**src/assert_macros.svh**
```systemverilog
// assertion macros shared by the crossover signal rtl
// no dependencies; included by the modules that check their own logic
`ifndef ASSERT_MACROS_SVH
`define ASSERT_MACROS_SVH

// same-cycle implication
`define ASSERT_IMPLIES(label, clk, rst, ante, cons, msg) \
   label: assert property (@(posedge clk) disable iff (rst) (ante) |-> (cons)) \
      else $error(msg);

// next-cycle implication
`define ASSERT_NEXT(label, clk, rst, ante, cons, msg) \
   label: assert property (@(posedge clk) disable iff (rst) (ante) |=> (cons)) \
      else $error(msg);

`endif

```
**src/macs_pkg.sv**
```systemverilog
// shared constants and types of the moving-average crossover signal block
// no dependencies; imported by the interfaces and every module
`timescale 1ns / 1ps
`default_nettype none

package macs_pkg;

   localparam int DEF_MAX_WINDOW = 256;
   localparam int DEF_PRICE_BITS = 32;

   localparam int CSR_DATA_W = 9;
   localparam int CSR_IDX_W  = 2;
   localparam int SIGNAL_W   = 2;

   localparam logic [CSR_DATA_W-1:0] DEF_SHORT_WINDOW = 9'd5;
   localparam logic [CSR_DATA_W-1:0] DEF_LONG_WINDOW  = 9'd20;

   // register indexes; the upper two are unmapped and ignored
   typedef enum logic [CSR_IDX_W-1:0] {
      CSR_SHORT_WINDOW,
      CSR_LONG_WINDOW,
      CSR_SPARE_2,
      CSR_SPARE_3
   } csr_idx_type;

   typedef enum logic [SIGNAL_W-1:0] {
      SIG_HOLD,
      SIG_BUY,
      SIG_SELL
   } sig_type;

   // relation of the short average to the long one
   typedef enum logic [1:0] {
      REL_NONE,
      REL_BELOW,
      REL_EQUAL,
      REL_ABOVE
   } rel_type;

   // per-word flags that ride the pipe from the front end to the decision stage
   typedef struct packed {
      logic warm;         // fewer than long_window prices seen
      logic short_full;   // at least short_window prices seen
   } macs_flags_type;

endpackage

`default_nettype wire

```
**src/macs_decide.sv**
```systemverilog
// decision stage: cross-multiplied compare, crossover state and output register
// depends on macs_pkg and assert_macros.svh
`timescale 1ns / 1ps
`default_nettype none
`include "assert_macros.svh"

module macs_decide import macs_pkg::*; #(
   parameter int MAX_WINDOW = DEF_MAX_WINDOW,
   parameter int PRICE_BITS = DEF_PRICE_BITS,
   localparam int CNT_W  = $clog2(MAX_WINDOW + 1),
   localparam int SUM_W  = PRICE_BITS + $clog2(MAX_WINDOW),
   localparam int PROD_W = SUM_W + CNT_W
) (
   input  wire logic                clock,
   input  wire logic                reset,
   input  wire logic                restart,
   input  wire logic                in_valid,
   output logic                     in_ready,
   input  wire logic [SUM_W-1:0]    short_sum,
   input  wire logic [SUM_W-1:0]    long_sum,
   input  wire macs_flags_type      in_flags,
   input  wire logic [CNT_W-1:0]    short_win,
   input  wire logic [CNT_W-1:0]    long_win,
   output logic                     out_valid,
   input  wire logic                out_ready,
   output logic      [SIGNAL_W-1:0] out_signal,
   output logic                     out_warming_up
);

   logic              v3_ff, warm3_ff;
   logic [PROD_W-1:0] prod_s_ff, prod_l_ff;
   logic [SUM_W-1:0]  short_used;
   rel_type           rel, prev_rel_ff, prev_rel_in;
   logic              holding_ff, holding_in;
   sig_type           sig_in;
   logic              out_valid_ff, out_warm_ff;
   sig_type           out_sig_ff;
   logic              ready_out, move2, move3;

   assign ready_out = !out_valid_ff || out_ready;
   assign move3     = v3_ff && ready_out;
   assign in_ready  = !v3_ff || ready_out;
   assign move2     = in_valid && in_ready;

   // short average counts as zero until its window has filled
   assign short_used = in_flags.short_full ? short_sum : '0;

   always_comb begin
      priority if (prod_s_ff < prod_l_ff) begin
         rel = REL_BELOW;
      end else if (prod_s_ff == prod_l_ff) begin
         rel = REL_EQUAL;
      end else begin
         rel = REL_ABOVE;
      end
   end

   always_comb begin
      sig_in      = SIG_HOLD;
      holding_in  = holding_ff;
      prev_rel_in = prev_rel_ff;
      if (!warm3_ff) begin
         if (rel == REL_ABOVE && (prev_rel_ff == REL_BELOW || prev_rel_ff == REL_EQUAL)
             && !holding_ff) begin
            sig_in     = SIG_BUY;
            holding_in = 1'b1;
         end else if (rel == REL_BELOW
                      && (prev_rel_ff == REL_ABOVE || prev_rel_ff == REL_EQUAL)
                      && holding_ff) begin
            sig_in     = SIG_SELL;
            holding_in = 1'b0;
         end
         prev_rel_in = rel;
      end
   end

   always_ff @(posedge clock) begin
      if (reset) begin
         v3_ff        <= 1'b0;
         out_valid_ff <= 1'b0;
         prev_rel_ff  <= REL_NONE;
         holding_ff   <= 1'b0;
      end else begin
         if (move2) begin
            v3_ff <= 1'b1;
         end else if (move3) begin
            v3_ff <= 1'b0;
         end
         if (move3) begin
            out_valid_ff <= 1'b1;
         end else if (out_ready) begin
            out_valid_ff <= 1'b0;
         end
         if (restart) begin
            prev_rel_ff <= REL_NONE;
         end else if (move3) begin
            prev_rel_ff <= prev_rel_in;
         end
         if (move3) begin
            holding_ff <= holding_in;
         end
      end
   end

   // averages compared as short_sum * long_win against long_sum * short_win
   always_ff @(posedge clock) begin
      if (move2) begin
         prod_s_ff <= PROD_W'(short_used) * PROD_W'(long_win);
         prod_l_ff <= PROD_W'(long_sum) * PROD_W'(short_win);
         warm3_ff  <= in_flags.warm;
      end
      if (move3) begin
         out_sig_ff  <= sig_in;
         out_warm_ff <= warm3_ff;
      end
   end

   assign out_valid      = out_valid_ff;
   assign out_signal     = out_sig_ff;
   assign out_warming_up = out_warm_ff;

   `ASSERT_NEXT(a_buy_enters, clock, reset, move3 && sig_in == SIG_BUY, holding_ff, "buy did not open a position")
   `ASSERT_NEXT(a_sell_leaves, clock, reset, move3 && sig_in == SIG_SELL, !holding_ff, "sell did not close the position")
   `ASSERT_IMPLIES(a_warm_holds, clock, reset, out_valid_ff && out_warm_ff, out_sig_ff == SIG_HOLD, "trade signal during warm-up")

endmodule

`default_nettype wire

```
**config.mk**
```make
export PLATFORM = sky130hd
export DESIGN_NAME = macs_decide
export DESIGN_NICKNAME = d
export VERILOG_FILES = /design/src/macs_pkg.sv /design/src/macs_decide.sv
export VERILOG_INCLUDE_DIRS = /design/src /design/src/src
export SDC_FILE = /design/constraint.sdc
export NUM_CORES = 2
export LEC_CHECK = 0
export BUFFER_PORTS_ARGS = -buffer_cell sky130_fd_sc_hd__buf_4
export CORE_MARGIN = 5
export CORE_UTILIZATION = 42
export DETAILED_ROUTE_END_ITERATION = 10
export PLACE_DENSITY_LB_ADDON = 0.3
export SETUP_SLACK_MARGIN = 0.5
export SKIP_LAST_GASP = 1
export SYNTH_ARGS = -nofsm -noshare
export SYNTH_HDL_FRONTEND = slang
export SYNTH_SLANG_ARGS = --single-unit
export TNS_END_PERCENT = 20
```
**constraint.sdc**
```tcl
create_clock -name clock -period 15.7 [get_ports clock]
set_input_delay 3.14 -clock clock [delete_from_list [all_inputs] [get_ports clock]]
set_output_delay 3.14 -clock clock [all_outputs]
set_load 0.05 [all_outputs]
```
==> impl_metrics.tcl <==
set metrics [dict create \
    status "finished clean" \
    design.core.area_um2 64700 \
    clockBufferDepth 2 \
    synth_cell_type_count 68 \
    cts-root-buf "clkbuf_16" \
    crit_fanout 142 \
    synth_nets 3893 \
    cp_num_buf_inv 5 \
    fin_util_pct 45.1 \
    clkPwrFrac_pct 5.3 \
    syn2layout_area_growth_pct 5.95 \
    grt_max_degree 143 \
    rows 93 \
    place_hpwl_um 49300 \
    relSlewSlack_pct 23.7 \
    diodes 0 \
    final.min_clock_period_ns 9.28 \
    crit_path_start_kind "primary input" \
    synth_top_area_share_pct 38.8 \
    setup_ws_ns 6.42 \
    ant_nets 0 \
    cts.repair.resized 0 \
    nets 3869 \
    die_x_um 266 \
    slowest_stage "buf_4" \
    peakVddDrop_mv 0.114 \
    layoutNonFillerInstCount 3901 \
    critPathCaptureType "flop" \
    seqPwrFrac_pct 14.9 \
    cts_buffers 9 \
    pwr-share-comb_pct 79.8 \
    drc_errors 0 \
    ys_ff_latch 107 \
    crit_end "prod_s_ff[47]$_DFFE_PP_" \
    post_cts_buffers 0 \
    htree_levels 3 \
    r2r_slack_ns 12.96 \
    synth_top_area_cell "fa_1" \
    reg2reg_depth 8 \
    antenna_found_initial 0 \
    r2r_end "prev_rel_ff[1]$_SDFFE_PP0P_" \
    die_h_um 266 \
    place_ws_ns 6.13 \
    synthFlopType "edfxtp_1" \
    power_density_nw_per_um2 142 \
    clkSinkCount 107 \
    grt_pass1_vias 22200 \
    maxCapViolations 0 \
    clk_pin_slew_ns 0.07 \
    cpMostUsedCell "fa_1" \
    finalInstanceArea_um2 29200 \
    synth.area.top_cells "fa_1, edfxtp_1, inv_1, ha_1, and3_1" \
    gp_congestion 0.811 \
    placed_cells 3885 \
    setup_violations 0 \
    cts_tree "yes" \
    hold_class "flop to flop" \
    vias_per_cell 5.26 \
    die-area_um2 70800 \
    drive_above_1_share_pct 4.69 \
    drt-total-wl_um 63000 \
    overflow 0 \
    finalSetupTns_ns 0 \
    synth_cells 3065 \
    crit_type "primary input to flop" \
    switching_share_pct 50.1 \
    p_leak_nw 15.4 \
    rsz0062_at_grt "no" \
    place_area_um2 28900 \
    cp.required_ns 15.80 \
    grtUsageTotal_pct 18.3 \
    syn_area_um2 27500 \
    finalHoldViolations 0 \
    syn_area_per_cell_um2 8.98 \
    finalMaxSlewViolations 0 \
    yosys_warnings 0 \
    io_buffers 109 \
    vias 20500 \
    finalCritPeriodShare_pct 59.1 \
    yosysSeqAreaShare_pct 11.5 \
    r2r-start "prod_s_ff[37]$_DFFE_PP_" \
    internal_power_mw 2.07 \
    cp.depth 20 \
    cp_cell_sequence "buf_6, buf_4, nand3_1, fa_1, inv_1, fa_1, fa_1, inv_1, fa_1, inv_1, ha_1, nand2_1, or3_1, o21bai_1, o211a_2, a2111oi_4, o21ai_2, o311ai_2, a31oi_1, xnor2_1" \
    clk-insertion-delay-late_ns 0.35 \
    drtPass1Iterations 5 \
    fmax_mhz 108 \
    drtIter0Drc 1213 \
    slowest_delay_ns 0.90 \
    start_util_pct 42.6 \
    skew_ns 0.00661 \
    tightest_slew_ns 1.14 \
    grt_pass1_wl_um 108000 \
    arrival_ns 9.39 \
    startpoint "in_flags[0]" \
    boundaryPins 110 \
    ys_async_sr_fraction_pct 0 \
    power_switching_mw 2.08 \
    routedWlPerCell_um 16.2 \
    cts-hold-fix-buffers 0 \
    synth-edff-count 102 \
    crit_family "adder cells" \
]
## per-layer routing
layer  share of wire, %  track usage (%)  up-vias
met3                3.1             1.63      108
li1                   -                -     9567
met5                  0                0        -
met4                2.6             4.59        0
met2                 53             34.0      379
met1                 41             22.9    10500
## cell usage in the layout, fill, tap and decap left out, types with 15 or more instances in the layout
cell type    n
xnor2_1     47
xor2_1      33
nand3_1    132
a31oi_1     15
fa_1       534
ha_1       189
nor2_1      59
and2_1     220
and3_1     230
nand4_1     32
nor2b_1     24
edfxtp_1   102
a21o_1      69
inv_1      674
o21ai_0     53
nand2_1    249
a21oi_1    103
buf_4      112
## state kept, by name (all words and copies together), names as in the netlist
name	count
warm3_ff	1
prod_l_ff	49
out_valid	1
v3_ff	1
holding_ff	1
prev_rel_ff	2
out_warming_up	1
prod_s_ff	49
out_signal	2
## worst min-delay path by stage
stage	start	to	slack (ns)	cells after the start
6_report	v3_ff$_SDFFE_PP0P_	out_valid$_SDFFE_PP0P_	0.51	2
5_1_grt	v3_ff$_SDFFE_PP0P_	out_valid$_SDFFE_PP0P_	0.54	2
4_1_cts	v3_ff$_SDFFE_PP0P_	out_valid$_SDFFE_PP0P_	0.52	2
3_5_place_dp	v3_ff$_SDFFE_PP0P_	out_valid$_SDFFE_PP0P_	0.50	2
3_3_place_gp	v3_ff$_SDFFE_PP0P_	out_valid$_SDFFE_PP0P_	0.50	2
2_1_floorplan	holding_ff$_SDFFE_PP0P_	holding_ff$_SDFFE_PP0P_	0.47	2
## final cells by class
class	instances	area (um2)
Fill cell	6368	35500
Multi-Input combinational cell	2136	21300
Sequential cell	107	3160
Inverter	674	2530
Tap cell	855	1070
Timing Repair Buffer	113	852
Clock buffer	10	229
Clock inverter	6	56.3
## tightest hold or removal path: stages, from the launching register on
cell	delay [ns]
dfxtp_1	0.33
nor2_1	0.10
nor2_1	0.04
## through the flow
stage / total power [mW] / hold WS (ns)
CTS: 4.22 / 0.516
detailed placement: 3.97 / 0.504
global placement: 3.96 / 0.502
global route: 4.66 / 0.540
floorplan: 3.17 / 0.469
finish: 4.15 / 0.514
## cells by family after synthesis
logic type      Yosys count  share of synthesized area [%]
compound gates          332                           7.85
mux                       1                         0.0364
simple gates           1000                           19.4
fa+ha+maj               723                           47.4
xor+xnor                 80                           2.55
buf+inv                 822                           11.3
flops                   107                           11.5
## cell usage after synthesis, drive strengths merged, types with 4 or more instances
cell and n:
a21boi 6, and2 221, and4 6, o31ai 8, ha 189, a221o 4
o21ai 57, nor4 7, nor2b 24, xnor2 47, nand4 32, o211ai 5
inv 674, a211oi 7, nand2b 12, clkbuf 143, nand3 132, nor2 59
dfxtp 5, a31oi 15, o21a 12, nand2 249, a221oi 4, xor2 33
o21bai 12, a21oi 105, edfxtp 102, a21o 70, buf 5, and3 231
a2111oi 6, fa 534, nor3 13
## power groups by stage
stage | registers [mW] | clock network, mW | logic, mW
global route | 0.628 | 0.239 | 3.79
finish | 0.617 | 0.221 | 3.31
detailed placement | 0.627 | 0 | 3.35
floorplan | 0.612 | 0 | 2.56
global placement | 0.624 | 0 | 3.34
CTS | 0.621 | 0.229 | 3.37
Note: power is estimated with default switching activity, not from simulation.
