### config.mk
export PLATFORM = sky130hd
export DESIGN_NAME = macs_front
export DESIGN_NICKNAME = d
export VERILOG_FILES = /design/src/macs_pkg.sv /design/src/macs_front.sv
export VERILOG_INCLUDE_DIRS = /design/src /design/src/src
export SDC_FILE = /design/constraint.sdc
export NUM_CORES = 1
export LEC_CHECK = 0
export ABC_CLOCK_PERIOD_IN_PS = 4300
export BUFFER_PORTS_ARGS = -buffer_cell sky130_fd_sc_hd__clkbuf_2
export CORE_MARGIN = 4
export CORE_UTILIZATION = 38
export DETAILED_ROUTE_END_ITERATION = 12
export HOLD_SLACK_MARGIN = 0.03
export PLACE_DENSITY = 0.65
export SLEW_MARGIN = 20
export SYNTH_ARGS = -nofsm -noshare
export SYNTH_HDL_FRONTEND = slang
export SYNTH_SLANG_ARGS = --single-unit
### constraint.sdc
create_clock -name clock -period 4.3 [get_ports clock]
set_input_delay 0.215 -clock clock [delete_from_list [all_inputs] [get_ports clock]]
set_output_delay 0.215 -clock clock [all_outputs]
set_load 0.05 [all_outputs]
### src/assert_macros.svh
// assertion macros shared by the crossover signal rtl
// no dependencies; included by the modules that check their own logic
`ifndef ASSERT_MACROS_SVH
`define ASSERT_MACROS_SVH

// same-cycle implication
`define ASSERT_IMPLIES(label, clk, rst, ante, cons, msg) \
   label: assert property (@(posedge clk) disable iff (rst) (ante) |-> (cons)) \
      else $error(msg);

// next-cycle implication
`define ASSERT_NEXT(label, clk, rst, ante, cons, msg) \
   label: assert property (@(posedge clk) disable iff (rst) (ante) |=> (cons)) \
      else $error(msg);

`endif

### src/macs_pkg.sv
// shared constants and types of the moving-average crossover signal block
// no dependencies; imported by the interfaces and every module
`timescale 1ns / 1ps
`default_nettype none

package macs_pkg;

   localparam int DEF_MAX_WINDOW = 256;
   localparam int DEF_PRICE_BITS = 32;

   localparam int CSR_DATA_W = 9;
   localparam int CSR_IDX_W  = 2;
   localparam int SIGNAL_W   = 2;

   localparam logic [CSR_DATA_W-1:0] DEF_SHORT_WINDOW = 9'd5;
   localparam logic [CSR_DATA_W-1:0] DEF_LONG_WINDOW  = 9'd20;

   // register indexes; the upper two are unmapped and ignored
   typedef enum logic [CSR_IDX_W-1:0] {
      CSR_SHORT_WINDOW,
      CSR_LONG_WINDOW,
      CSR_SPARE_2,
      CSR_SPARE_3
   } csr_idx_type;

   typedef enum logic [SIGNAL_W-1:0] {
      SIG_HOLD,
      SIG_BUY,
      SIG_SELL
   } sig_type;

   // relation of the short average to the long one
   typedef enum logic [1:0] {
      REL_NONE,
      REL_BELOW,
      REL_EQUAL,
      REL_ABOVE
   } rel_type;

   // per-word flags that ride the pipe from the front end to the decision stage
   typedef struct packed {
      logic warm;         // fewer than long_window prices seen
      logic short_full;   // at least short_window prices seen
   } macs_flags_type;

endpackage

`default_nettype wire

### src/macs_front.sv
// front end: window registers, ring pointers, ring access and the two running sums
// depends on macs_pkg and assert_macros.svh
`timescale 1ns / 1ps
`default_nettype none
`include "assert_macros.svh"

module macs_front import macs_pkg::*; #(
   parameter int MAX_WINDOW = DEF_MAX_WINDOW,
   parameter int PRICE_BITS = DEF_PRICE_BITS,
   localparam int AW    = $clog2(MAX_WINDOW),
   localparam int CNT_W = $clog2(MAX_WINDOW + 1),
   localparam int SUM_W = PRICE_BITS + $clog2(MAX_WINDOW)
) (
   input  wire logic                  clock,
   input  wire logic                  reset,
   input  wire logic                  csr_write_en,
   input  wire logic [CSR_IDX_W-1:0]  csr_index,
   input  wire logic [CSR_DATA_W-1:0] csr_wdata,
   input  wire logic                  in_valid,
   output logic                       in_ready,
   input  wire logic [PRICE_BITS-1:0] in_price,
   output logic                       ring_wr_en,
   output logic      [AW-1:0]         ring_wr_addr,
   output logic      [PRICE_BITS-1:0] ring_wr_data,
   output logic                       ring_rd_en,
   output logic      [AW-1:0]         ring_rd_addr_a,
   output logic      [AW-1:0]         ring_rd_addr_b,
   input  wire logic [PRICE_BITS-1:0] ring_rd_data_a,
   input  wire logic [PRICE_BITS-1:0] ring_rd_data_b,
   output logic                       out_valid,
   input  wire logic                  out_ready,
   output logic      [SUM_W-1:0]      short_sum,
   output logic      [SUM_W-1:0]      long_sum,
   output macs_flags_type             out_flags,
   output logic      [CNT_W-1:0]      short_win,
   output logic      [CNT_W-1:0]      long_win,
   output logic                       restart
);

   localparam int EW = CNT_W + 1;

   function automatic logic [CNT_W-1:0] clamp_win(input logic [CSR_DATA_W-1:0] w);
      logic [31:0] wide;
      wide = 32'(w);
      if (wide == 32'd0) return CNT_W'(1);
      if (wide > 32'(MAX_WINDOW)) return CNT_W'(MAX_WINDOW);
      return CNT_W'(wide);
   endfunction

   // slot that lies win entries behind the write pointer
   function automatic logic [AW-1:0] back_addr(input logic [AW-1:0] wp,
                                               input logic [CNT_W-1:0] win);
      logic [EW-1:0] wpe;
      logic [EW-1:0] we;
      wpe = EW'(wp);
      we  = EW'(win);
      if (wpe >= we) return AW'(wpe - we);
      return AW'(wpe + EW'(MAX_WINDOW) - we);
   endfunction

   logic [CNT_W-1:0]      short_win_ff, long_win_ff;
   logic [AW-1:0]         wp_ff, wp_in;
   logic [CNT_W-1:0]      seen_ff, seen_in;
   logic                  v1_ff, v2_ff;
   logic [PRICE_BITS-1:0] price1_ff;
   logic                  sub_s1_ff, sub_l1_ff;
   macs_flags_type        flags1_ff, flags2_ff, flags1_in;
   logic [SUM_W-1:0]      short_sum_ff, long_sum_ff, short_sum_in, long_sum_in;
   logic                  accept, move1, move2, ready2;

   assign restart = csr_write_en &&
                    (csr_index == CSR_SHORT_WINDOW || csr_index == CSR_LONG_WINDOW);

   // bubbles collapse: each stage fills when empty or draining
   assign move2    = v2_ff && out_ready;
   assign ready2   = !v2_ff || out_ready;
   assign move1    = v1_ff && ready2;
   assign in_ready = !v1_ff || ready2;
   assign accept   = in_valid && in_ready;

   assign wp_in   = (wp_ff == AW'(MAX_WINDOW - 1)) ? '0 : wp_ff + AW'(1);
   assign seen_in = (seen_ff == CNT_W'(MAX_WINDOW)) ? seen_ff : seen_ff + CNT_W'(1);

   always_comb begin
      flags1_in.warm       = seen_in < long_win_ff;
      flags1_in.short_full = seen_in >= short_win_ff;
   end

   assign ring_wr_en     = accept;
   assign ring_wr_addr   = wp_ff;
   assign ring_wr_data   = in_price;
   assign ring_rd_en     = accept;
   assign ring_rd_addr_a = back_addr(wp_ff, short_win_ff);
   assign ring_rd_addr_b = back_addr(wp_ff, long_win_ff);

   assign short_sum_in = short_sum_ff - (sub_s1_ff ? SUM_W'(ring_rd_data_a) : '0)
                         + SUM_W'(price1_ff);
   assign long_sum_in  = long_sum_ff - (sub_l1_ff ? SUM_W'(ring_rd_data_b) : '0)
                         + SUM_W'(price1_ff);

   always_ff @(posedge clock) begin
      if (reset) begin
         short_win_ff <= clamp_win(DEF_SHORT_WINDOW);
         long_win_ff  <= clamp_win(DEF_LONG_WINDOW);
         wp_ff        <= '0;
         seen_ff      <= '0;
         v1_ff        <= 1'b0;
         v2_ff        <= 1'b0;
         short_sum_ff <= '0;
         long_sum_ff  <= '0;
      end else begin
         if (csr_write_en && csr_index == CSR_SHORT_WINDOW) begin
            short_win_ff <= clamp_win(csr_wdata);
         end
         if (csr_write_en && csr_index == CSR_LONG_WINDOW) begin
            long_win_ff <= clamp_win(csr_wdata);
         end
         if (restart) begin
            wp_ff        <= '0;
            seen_ff      <= '0;
            short_sum_ff <= '0;
            long_sum_ff  <= '0;
         end else begin
            if (accept) begin
               wp_ff   <= wp_in;
               seen_ff <= seen_in;
            end
            if (move1) begin
               short_sum_ff <= short_sum_in;
               long_sum_ff  <= long_sum_in;
            end
         end
         if (accept) begin
            v1_ff <= 1'b1;
         end else if (move1) begin
            v1_ff <= 1'b0;
         end
         if (move1) begin
            v2_ff <= 1'b1;
         end else if (move2) begin
            v2_ff <= 1'b0;
         end
      end
   end

   always_ff @(posedge clock) begin
      if (accept) begin
         price1_ff <= in_price;
         sub_s1_ff <= seen_ff >= short_win_ff;
         sub_l1_ff <= seen_ff >= long_win_ff;
         flags1_ff <= flags1_in;
      end
      if (move1) begin
         flags2_ff <= flags1_ff;
      end
   end

   assign out_valid = v2_ff;
   assign short_sum = short_sum_ff;
   assign long_sum  = long_sum_ff;
   assign out_flags = flags2_ff;
   assign short_win = short_win_ff;
   assign long_win  = long_win_ff;

   `ASSERT_IMPLIES(a_seen_tracks_wp, clock, reset, seen_ff < CNT_W'(MAX_WINDOW), CNT_W'(wp_ff) == seen_ff, "write pointer and fill count disagree")
   `ASSERT_NEXT(a_stage1_holds, clock, reset, v1_ff && !ready2 && !restart, v1_ff && $stable(price1_ff), "stalled word lost in stage 1")

endmodule

`default_nettype wire

==> impl_metrics.yaml, run 1 <==
outcome:
  status: "finished clean"
logic_synthesis:
  synth_edf_count: 38
  synth_cell_type_count: 77
  synthCells: 1756
  synth-seq-cells: 155
  synth.avg_cell_area_sq_um: 8.039
  yosysWarnings: 0
  synthFlopType: "dfxtp_1"
  synth_area_sq_um: 14120
  syn_nets: 2066
  async_flop_share_pct: 0
  yosysSeqAreaShare_pct: 24.68
clock_tree:
  cts_made_buffers: 17
  clk_path_buf_depth: 2
  path_clk_slew_ns: 0.07
  cts_max_level: 4
  insertion_delay_ns: 0.46
  cts_tree: "done"
  cts_root_buf: "clkbuf_16"
  clock-sinks: 155
routing:
  vias: 12810
  avgRoutedWirePerCell_microns: 17.46
  dr.pass1.iters: 7
  vias_per_cell: 5.188
  wirelength_mm: 43.11
  drc: 0
  first_iter_violations: 760
  drt.antenna.violating_nets: 0
sta:
  tightestPinTransition_ns: 1.048
  fmax_mhz: 245.7
  worst_slack_ns: 0.2305
  finClkSkew_ns: 0.01917
  setup_viol: 0
  rsz0062_at_grt: "no"
  period_minus_slack_ns: 4.070
  slew_headroom_pct: 29.87
  hold_slack_ns: 0.08700
  fin_setup_tns_ns: 0
  timing.final.crit_share_pct: 94.64
  hold_viol: 0
  drv_slew: 0
placement:
  port_buffers: 272
  dp_hpwl_mm: 33.63
  gp_congestion: 0.9156
  placed_area_sq_um: 15490
  place_ws_ns: 0.2922
critical_path:
  end_kind: "flip-flop"
  critPathArrivalTime_ns: 4.40
  path_max_fanout: 32
  required_ns: 4.63
  critPathSlowestCell: "o41ai_4"
  worst-setup-path-type: "flip-flop to flip-flop"
  r2r_cells: 12
  crit_chain: "buf_4 -> and2_1 -> fa_1 -> inv_1 -> ha_1 -> nand3_2 -> or3_2 -> o21a_1 -> o41ai_4 -> a21oi_1 -> o21ai_0 -> o211ai_1"
  rrSetupSlack_ns: 0.23
  critPathLaunchType: "flip-flop"
  r2r-end: "short_sum[37]"
  r2r_start: "sub_s1_ff"
  slowest_delay_ns: 0.53
power:
  p_leak_nw: 7.915
  p_per_area_nw_per_um2: 409.1
  ir_drop_mv: 0.2307
final_layout:
  n_antenna_cell: 0
  nets: 2298
  register_area_sq_um: 3483
  multiInputGateArea_sq_um: 8935
  final_cell_area_sq_um: 16410
  final_util_pct: 44.82
  num-fill-cells: 3727
  drive_above_1_share_pct: 17.19
  syn_to_final_growth_pct: 16.25
global_route:
  track_usage_pct: 21.22
  gr-total-overflow: 0
  grt_max_degree: 69
  grt_pass1_vias: 12910
  grt_pass1_wl_mm: 69.12
  antenna_found_initial: 1
flow_run:
  drv_cap: 0
die:
  num_rows: 70
  ios: 273
  start_util_pct: 38.56
  die_x_microns: 200.7
  die_area_sq_um: 40290
  die_h_microns: 200.7
  coreArea_sq_um: 36610
min_path:
  min-delay-start: "in_price[18]"
  hold_path_class: "input port to flip-flop"
  min_to: "price1_ff[18]"
  hold_depth: 1
==> cell type report <==
type | instances | share of cell area (%)
Tap cell | 468 | 3.568
Clock buffer | 20 | 2.722
Inverter | 277 | 6.336
Multi-Input combinational cell | 1221 | 54.45
Timing Repair Buffer | 316 | 10.81
Sequential cell | 155 | 21.23
Clock inverter | 12 | 0.8845
==> worst max path at each step <==
| stage | from | endpoint | slack (ns) | cells after the start |
|---|---|---|---|---|
| after floorplan | out_valid | ring_wr_en | 0.63 | 6 |
| after global placement | sub_s1_ff | short_sum[37] | 0.35 | 12 |
| after detailed placement | sub_s1_ff | short_sum[37] | 0.29 | 12 |
| after CTS | sub_s1_ff | short_sum[37] | 0.27 | 12 |
| after global routing | sub_l1_ff | long_sum[39] | 0.008 | 14 |
| final | sub_s1_ff | short_sum[37] | 0.23 | 12 |
==> flip-flops by register name, indices dropped and copies added, names as in the netlist, 2 cells and up <==
name	flops
short_win	9
flags1_ff	2
seen_ff	9
long_win	9
ring_wr_addr	8
price1_ff	32
short_sum	40
long_sum	40
out_flags	2
==> worst max-delay path, delay by kind of cell (launching register included) <==
kind	cells	cell delay (ns)
AO/OA/AOI/OAI	5	1.51
adder cells (fa/ha/maj)	2	0.90
flip-flops	1	0.36
buffers and inverters	2	0.27
AND/OR/NAND/NOR	3	0.88
==> power breakdown <==
| group | switching [W] | total, W | internal, W |
|---|---|---|---|
| combinational | 0.00216 | 0.00340 | 0.00124 |
| sequential | 0.0000951 | 0.00170 | 0.00160 |
| clock | 0.000687 | 0.00161 | 0.000925 |
| total | 0.00295 | 0.00671 | 0.00377 |
==> synthesized netlist by cell type, drive strengths merged (27+ instances only) <==
library cell / instances / share of area [%]
ha: 132 / 12
fa: 66 / 9.4
buf: 53 / 2.5
clkbuf: 47 / 1.6
nor2: 86 / 2.3
a21oi: 164 / 5.9
and2: 68 / 3.0
a21o: 71 / 3.8
o21ai: 76 / 2.7
a211oi: 28 / 1.5
xor2: 42 / 2.6
inv: 277 / 7.4
dfxtp: 117 / 17
xnor2: 52 / 3.2
nand3: 27 / 0.99
edfxtp: 38 / 8.1
nand2: 201 / 5.3
==> what timing repair did <==
action	4_1_cts	5_1_grt
endpoints found under the hold margin	33	0
gates resized for setup	0	0
hold buffers	33	0
buffers inserted	0	0
==> through the flow <==
step                power (W)  cells
CTS                  0.006736   2469
global placement     0.005044   2404
floorplan            0.004384   1756
detailed placement   0.005070   2404
finish               0.006712   2469
global route         0.007169   2469
==> cells in the final DEF, fill, tap and decap left out, drive strengths merged, types with 4 or more instances in the layout <==
cell type,instances
dfxtp,117
or3,13
fa,66
buf,11
and3,13
nor2,86
nand3,27
nor3,14
and2,68
o21bai,10
or2,6
a21oi,164
ha,132
a211o,12
dlygate4sd3,33
o21a,8
o211ai,12
nor2b,18
edfxtp,38
nand2b,15
clkbuf,292
a31oi,17
xor2,42
a211oi,28
nand2,201
a21o,71
xnor2,52
nand4,20
o21ai,76
a21boi,4
inv,279
nor4,5
clkinv,5
==> layer usage <==
| metal | track usage (%) | part of all wire [%] | routed length [microns] | up-vias |
|---|---|---|---|---|
| met3 | 5.299 | 6.7 | 2872 | 57 |
| met2 | 37.06 | 48 | 20870 | 380 |
| met1 | 26.53 | 43 | 18640 | 6081 |
| met4 | 4.892 | 1.7 | 714 | 2 |
| met5 | 0 | 0.030 | 13 | - |
| li1 | - | - | - | 6289 |
==> kinds of logic (layout without fill, tap and decap cells) <==
kind of cell,after synthesis,after routing,share of synthesized area [%]
AND/OR/NAND/NOR,495,495,16.74
AO/OA/AOI/OAI,434,434,19.64
buffers and inverters,380,625,12.05
adder cells (fa/ha/maj),198,198,21.06
flip-flops,155,155,24.68
XOR/XNOR,94,94,5.832
Note: power is estimated with default switching activity, not from simulation.
==> run 2, diff against run 1 <==
--- a/config.mk
+++ b/config.mk
@@ -6,13 +6,12 @@
 export SDC_FILE = /design/constraint.sdc
 export NUM_CORES = 1
 export LEC_CHECK = 0
-export ABC_CLOCK_PERIOD_IN_PS = 4300
+export ABC_CLOCK_PERIOD_IN_PS = 3600
 export BUFFER_PORTS_ARGS = -buffer_cell sky130_fd_sc_hd__clkbuf_2
-export CORE_MARGIN = 4
 export CORE_UTILIZATION = 38
 export DETAILED_ROUTE_END_ITERATION = 12
 export HOLD_SLACK_MARGIN = 0.03
-export PLACE_DENSITY = 0.65
+export PLACE_DENSITY = 0.68
 export SLEW_MARGIN = 20
 export SYNTH_ARGS = -nofsm -noshare
 export SYNTH_HDL_FRONTEND = slang
==> constraint.sdc (replaced) <==
create_clock -name clock -period 3.6 [get_ports clock]
set_input_delay 0.18 -clock clock [delete_from_list [all_inputs] [get_ports clock]]
set_output_delay 0.18 -clock clock [all_outputs]
set_load 0.05 [all_outputs]
==> impl_metrics.yaml, run 2 (same netlist as run 1, synthesis figures left out) <==
power:
  clockPowerShare_pct: 21.8
  p_leak_nw: 8.750
  ir_drop_mv: 0.3481
  p_comb_share_pct: 56.1
  swShare_pct: 42.60
  power.switching_w: 0.003918
  p_seq_share_pct: 22.1
  p_per_area_nw_per_um2: 502.3
  total_power_w: 0.009197
  power.internal_w: 0.005279
sta:
  drv_slew: 0
  rsz0062_at_grt: "yes"
  tightestPinTransition_ns: 0.8825
  period_minus_slack_ns: 3.642
  timing.final.crit_share_pct: 101.2
  hold_viol: 0
  fin_setup_tns_ns: -0.1109
  slew_headroom_pct: 41.17
  finClkSkew_ns: 0.01220
  worst_slack_ns: -0.04250
  fmax_mhz: 274.5
  setup_viol: 3
critical_path:
  r2r_cells: 15
  critPathArrivalTime_ns: 4.02
  critPathLaunchType: "flip-flop"
  end_kind: "flip-flop"
  required_ns: 3.98
  path_max_fanout: 18
  worst-setup-path-type: "flip-flop to flip-flop"
routing:
  top_layer: "met5"
  drc: 0
  drt.antenna.violating_nets: 0
  dr.pass1.iters: 6
  dr_wl_met2_mm: 21.12
  avgRoutedWirePerCell_microns: 17.13
  vias_per_cell: 5.151
  wl_met3_mm: 2.757
  wl_met1_mm: 19.08
  wirelength_mm: 44.82
  vias: 13470
  first_iter_violations: 794
placement:
  port_buffers: 272
  gp_congestion: 0.9223
  place_ws_ns: -0.3541
  dp_hpwl_mm: 34.24
  placed_area_sq_um: 16450
final_layout:
  register_area_sq_um: 3485
  num-fill-cells: 3515
  layout_commonest_cell: "clkbuf_2"
  layout_common_cells: "272 x clkbuf_2, 270 x inv_1, 199 x nand2_1, 147 x buf_4, 143 x a21oi_1"
  syn_to_final_growth_pct: 29.71
  final_cell_area_sq_um: 18310
  n_antenna_cell: 0
  multiInputGateArea_sq_um: 9643
  nets: 2445
  final_util_pct: 50.01
  drive_above_1_share_pct: 27.65
min_path:
  hold_path_class: "input port to flip-flop"
  hold_depth: 4
die:
  ios: 273
  die_x_microns: 194.7
  die_h_microns: 194.7
  coreArea_sq_um: 36610
  start_util_pct: 38.56
  num_rows: 70
  die_area_sq_um: 37920
global_route:
  gr-total-overflow: 0
  grt_pass1_vias: 13440
  grt_max_degree: 68
  track_usage_pct: 23.40
  antenna_found_initial: 1
  grt_pass1_wl_mm: 69.52
clock_tree:
  cts_root_buf: "clkbuf_16"
  cts_made_buffers: 17
  cts_tree: "done"
  insertion_delay_ns: 0.45
  clk_path_buf_depth: 2
  cts_max_level: 4
  path_clk_slew_ns: 0.07
  clock-sinks: 155
outcome:
  status: "finished with violations"
  violations: "setup timing"
flow_run:
  drv_cap: 0
-- run 2: cell types whose count changed in the layout (fill, tap and decap cells not counted), sizes merged --
cell / previous run / this run
bufinv: 3 / 4
buf: 11 / 157
clkbuf: 292 / 290
clkinv: 5 / 4
inv: 279 / 281
dlygate4sd3: 33 / 34
-- run 2: path summary, 6_finish.rpt --
check                  end  slack [ns]         start
max          short_sum[39]       -0.04     sub_s1_ff
min              out_valid        0.05     out_ready
max reg2reg  short_sum[39]       -0.04     sub_s1_ff
min reg2reg   out_flags[1]        0.42  flags1_ff[1]
-- run 2: stage by stage --
stage,hold slack (ns),cells
3_3_place_gp,0.3721,2529
4_1_cts,0.03001,2602
2_1_floorplan,0.2789,1756
5_1_grt,0.1188,2616
6_report,0.05292,2616
3_5_place_dp,0.3732,2529
-- run 2: area by class of cell --
cell class	instances	area share, %
clock buffer	18	2.344
sequential	155	19.03
inverter	277	5.679
clock inverter	14	1.052
multi-input combinational	1221	52.66
timing repair buffer	463	16.03
tap	468	3.198
-- run 2: repair_timing --
item / 4_1_cts / 5_1_grt
cloned: 1 / 0
pin swaps: 17 / 51
hold buffers: 34 / 0
gates resized for setup: 58 / 99
hold endpoints to repair: 34 / 0
endpoints found under the setup margin: 31 / 38
buffers inserted: 6 / 14
-- run 2: routing by layer --
metal,vias up,global-route usage (%)
li1,6572,-
met1,6400,28.38
met2,410,39.25
met3,90,4.963
met4,2,11.49
met5,-,0
-- run 2: power groups by stage --
stage / Combinational [W] / Sequential, W / Clock, W
finish: 0.00516 / 0.00203 / 0.00200
floorplan: 0.00285 / 0.00238 / 0
global route: 0.00562 / 0.00205 / 0.00210
CTS: 0.00476 / 0.00203 / 0.00204
detailed placement: 0.00449 / 0.00207 / 0
global placement: 0.00446 / 0.00207 / 0
-- run 2: worst max-delay path, cell delays in order (launching register included) --
cell and delay, ns:
edfxtp_1 0.42, buf_6 0.17, buf_12 0.15, and2_1 0.15
fa_1 0.49, inv_1 0.05, ha_2 0.40, o21ai_0 0.11
nor2_1 0.28, o2111ai_4 0.18, a31oi_4 0.22, o21ai_2 0.09
o41ai_2 0.26, xnor2_1 0.14, or3_1 0.31, a21oi_1 0.14
==> run 3, diff against run 2 <==
--- a/config.mk
+++ b/config.mk
@@ -6,7 +6,7 @@
 export SDC_FILE = /design/constraint.sdc
 export NUM_CORES = 1
 export LEC_CHECK = 0
-export ABC_CLOCK_PERIOD_IN_PS = 3600
+export ABC_CLOCK_PERIOD_IN_PS = 3350
 export BUFFER_PORTS_ARGS = -buffer_cell sky130_fd_sc_hd__clkbuf_2
 export CORE_UTILIZATION = 38
 export DETAILED_ROUTE_END_ITERATION = 12
==> constraint.sdc (replaced) <==
create_clock -name clock -period 3.35 [get_ports clock]
set_input_delay 0.1675 -clock clock [delete_from_list [all_inputs] [get_ports clock]]
set_output_delay 0.1675 -clock clock [all_outputs]
set_load 0.05 [all_outputs]
==> impl_metrics.yaml, run 3 (same netlist as run 1, synthesis figures left out) <==
routing:
  avgRoutedWirePerCell_microns: 17.13
  drt.antenna.violating_nets: 0
  dr.pass1.iters: 7
  wirelength_mm: 46.48
  drc: 0
  first_iter_violations: 653
  vias_per_cell: 5.127
  vias: 13910
die:
  die_h_microns: 194.7
  die_x_microns: 194.7
  die_area_sq_um: 37920
  num_rows: 70
  start_util_pct: 38.56
  coreArea_sq_um: 36610
  ios: 273
critical_path:
  worst-setup-path-type: "flip-flop to flip-flop"
  r2r_start: "sub_s1_ff"
  required_ns: 3.75
  critPathArrivalTime_ns: 4.02
  cp_common_cell: "buf_4"
  critPathLaunchType: "flip-flop"
  path_max_fanout: 7
  crit_chain: "buf_6 -> buf_12 -> buf_8 -> and2_4 -> fa_1 -> inv_2 -> ha_4 -> buf_4 -> nand4_1 -> a211oi_2 -> o311ai_1 -> buf_4 -> a21oi_2 -> and3_4 -> o221ai_2 -> or3_1 -> nand3_1"
  end_kind: "flip-flop"
  crit_family: "simple AND/OR/NAND/NOR gates"
  rrSetupSlack_ns: -0.26
  critPathSlowestCell: "fa_1"
  r2r-end: "short_sum[36]"
  r2r_cells: 17
  slowest_delay_ns: 0.50
  path_buf_inv: 6
final_layout:
  drive_above_1_share_pct: 36.88
  nets: 2542
  fin_cells: 2714
  syn_to_final_growth_pct: 40.96
  num-fill-cells: 3313
  layout_common_cells: "272 x clkbuf_2, 259 x inv_1, 225 x buf_4, 192 x nand2_1, 125 x a21oi_1"
  layout_commonest_cell: "clkbuf_2"
sta:
  finClkSkew_ns: 0.01783
  drv_slew: 0
  fmax_mhz: 276.7
  fin_setup_tns_ns: -1.931
  timing.final.crit_share_pct: 107.9
  hold_viol: 0
  hold_slack_ns: 0.07314
  tightestPinTransition_ns: 0.7384
  setup_viol: 21
  worst_slack_ns: -0.2638
  slew_headroom_pct: 50.77
  rsz0062_at_grt: "yes"
  period_minus_slack_ns: 3.614
clock_tree:
  cts_tree: "done"
  clk_path_buf_depth: 2
  insertion_delay_ns: 0.47
  cts_max_level: 4
  cts_root_buf: "clkbuf_16"
  path_clk_slew_ns: 0.08
  cts_made_buffers: 17
  clock-sinks: 155
outcome:
  status: "finished with violations"
  violations: "setup timing"
global_route:
  track_usage_pct: 24.15
  grt_pass1_vias: 13990
  gr-total-overflow: 0
  antenna_found_initial: 3
  grt_pass1_wl_mm: 72.33
  grt_max_degree: 53
placement:
  dp_hpwl_mm: 34.42
  place_ws_ns: -0.6666
  dp_cells: 2612
  gp_congestion: 0.9496
  port_buffers: 272
power:
  ir_drop_mv: 0.3654
  p_leak_nw: 9.377
  p_per_area_nw_per_um2: 538.5
min_path:
  min_to: "short_win[5]"
  hold_path_class: "input port to flip-flop"
  min-delay-start: "csr_wdata[5]"
  hold_depth: 4
flow_run:
  drv_cap: 0
## run 3: cell types whose count changed in the layout (fill, tap and decap cells not counted), moves of 12 or more
cell / delta
ha_1: -27
buf_4: +78
ha_4: +24
dfxtp_2: +25
buf_6: +14
o21ai_0: -12
o21ai_2: +12
and2_1: -13
dfxtp_1: -25
a21oi_1: -18
a21oi_2: +14
and2_4: +13
## run 3: worst max-delay path by stage
stage	startpoint	endpoint	slack [ns]	depth (start not counted)
after detailed placement	sub_l1_ff	long_sum[39]	-0.67	16
final	sub_s1_ff	short_sum[36]	-0.26	17
after global placement	sub_l1_ff	long_sum[39]	-0.67	16
after global routing	sub_l1_ff	long_sum[39]	-0.37	16
after floorplan	sub_l1_ff	long_sum[36]	0.0005	14
after CTS	sub_l1_ff	long_sum[39]	-0.24	18
## run 3: metrics by stage
step	util, %	power, W	instance area (sq um)
5_1_grt	54.34	0.01136	19900
3_3_place_gp	46.76	0.007297	17120
4_1_cts	52.30	0.01014	19150
3_5_place_dp	46.76	0.007352	17120
6_report	54.35	0.01071	19900
2_1_floorplan	-	0.005645	14180
## run 3: area by class of cell
class / count / area [sq um] / area share [%]
Timing Repair Buffer: 560 / 3766 / 18.93
Multi-Input combinational cell: 1221 / 10410 / 52.32
Tap cell: 468 / 585.6 / 2.943
Clock inverter: 15 / 151.4 / 0.7609
Inverter: 277 / 1040 / 5.225
Antenna cell: 1 / 2.502 / 0.01258
Sequential cell: 155 / 3516 / 17.67
Clock buffer: 17 / 425.4 / 2.138
## run 3: repair_timing
item	CTS	global route
cloned	3	0
setup buffers	13	23
pin swaps	42	68
resized for setup	195	128
setup endpoints to repair	46	48
endpoints found under the hold margin	35	0
hold buffers	35	0
## run 3: layer usage
metal	up-vias	wire length, microns	track usage [%]
li1	6764	-	-
met1	6643	19310	29.09
met2	411	22740	41.47
met3	92	2736	5.049
met4	4	1671	10.47
met5	-	26	0
## run 3: where the power goes
| part | switching [W] | total [W] | internal [W] |
|---|---|---|---|
| Clock | 0.00100 | 0.00200 | 0.000996 |
| Combinational | 0.00358 | 0.00654 | 0.00296 |
| Sequential | 0.000114 | 0.00218 | 0.00206 |
| Total | 0.00469 | 0.0107 | 0.00602 |
## run 3: worst register-to-register path, stage by stage (launching register included)
cell,delay (ns)
edfxtp_1,0.40
buf_6,0.16
buf_12,0.15
buf_8,0.14
and2_4,0.13
fa_1,0.50
inv_2,0.06
ha_4,0.26
buf_4,0.14
nand4_1,0.15
a211oi_2,0.27
o311ai_1,0.14
buf_4,0.17
a21oi_2,0.17
and3_4,0.22
o221ai_2,0.12
or3_1,0.32
nand3_1,0.06
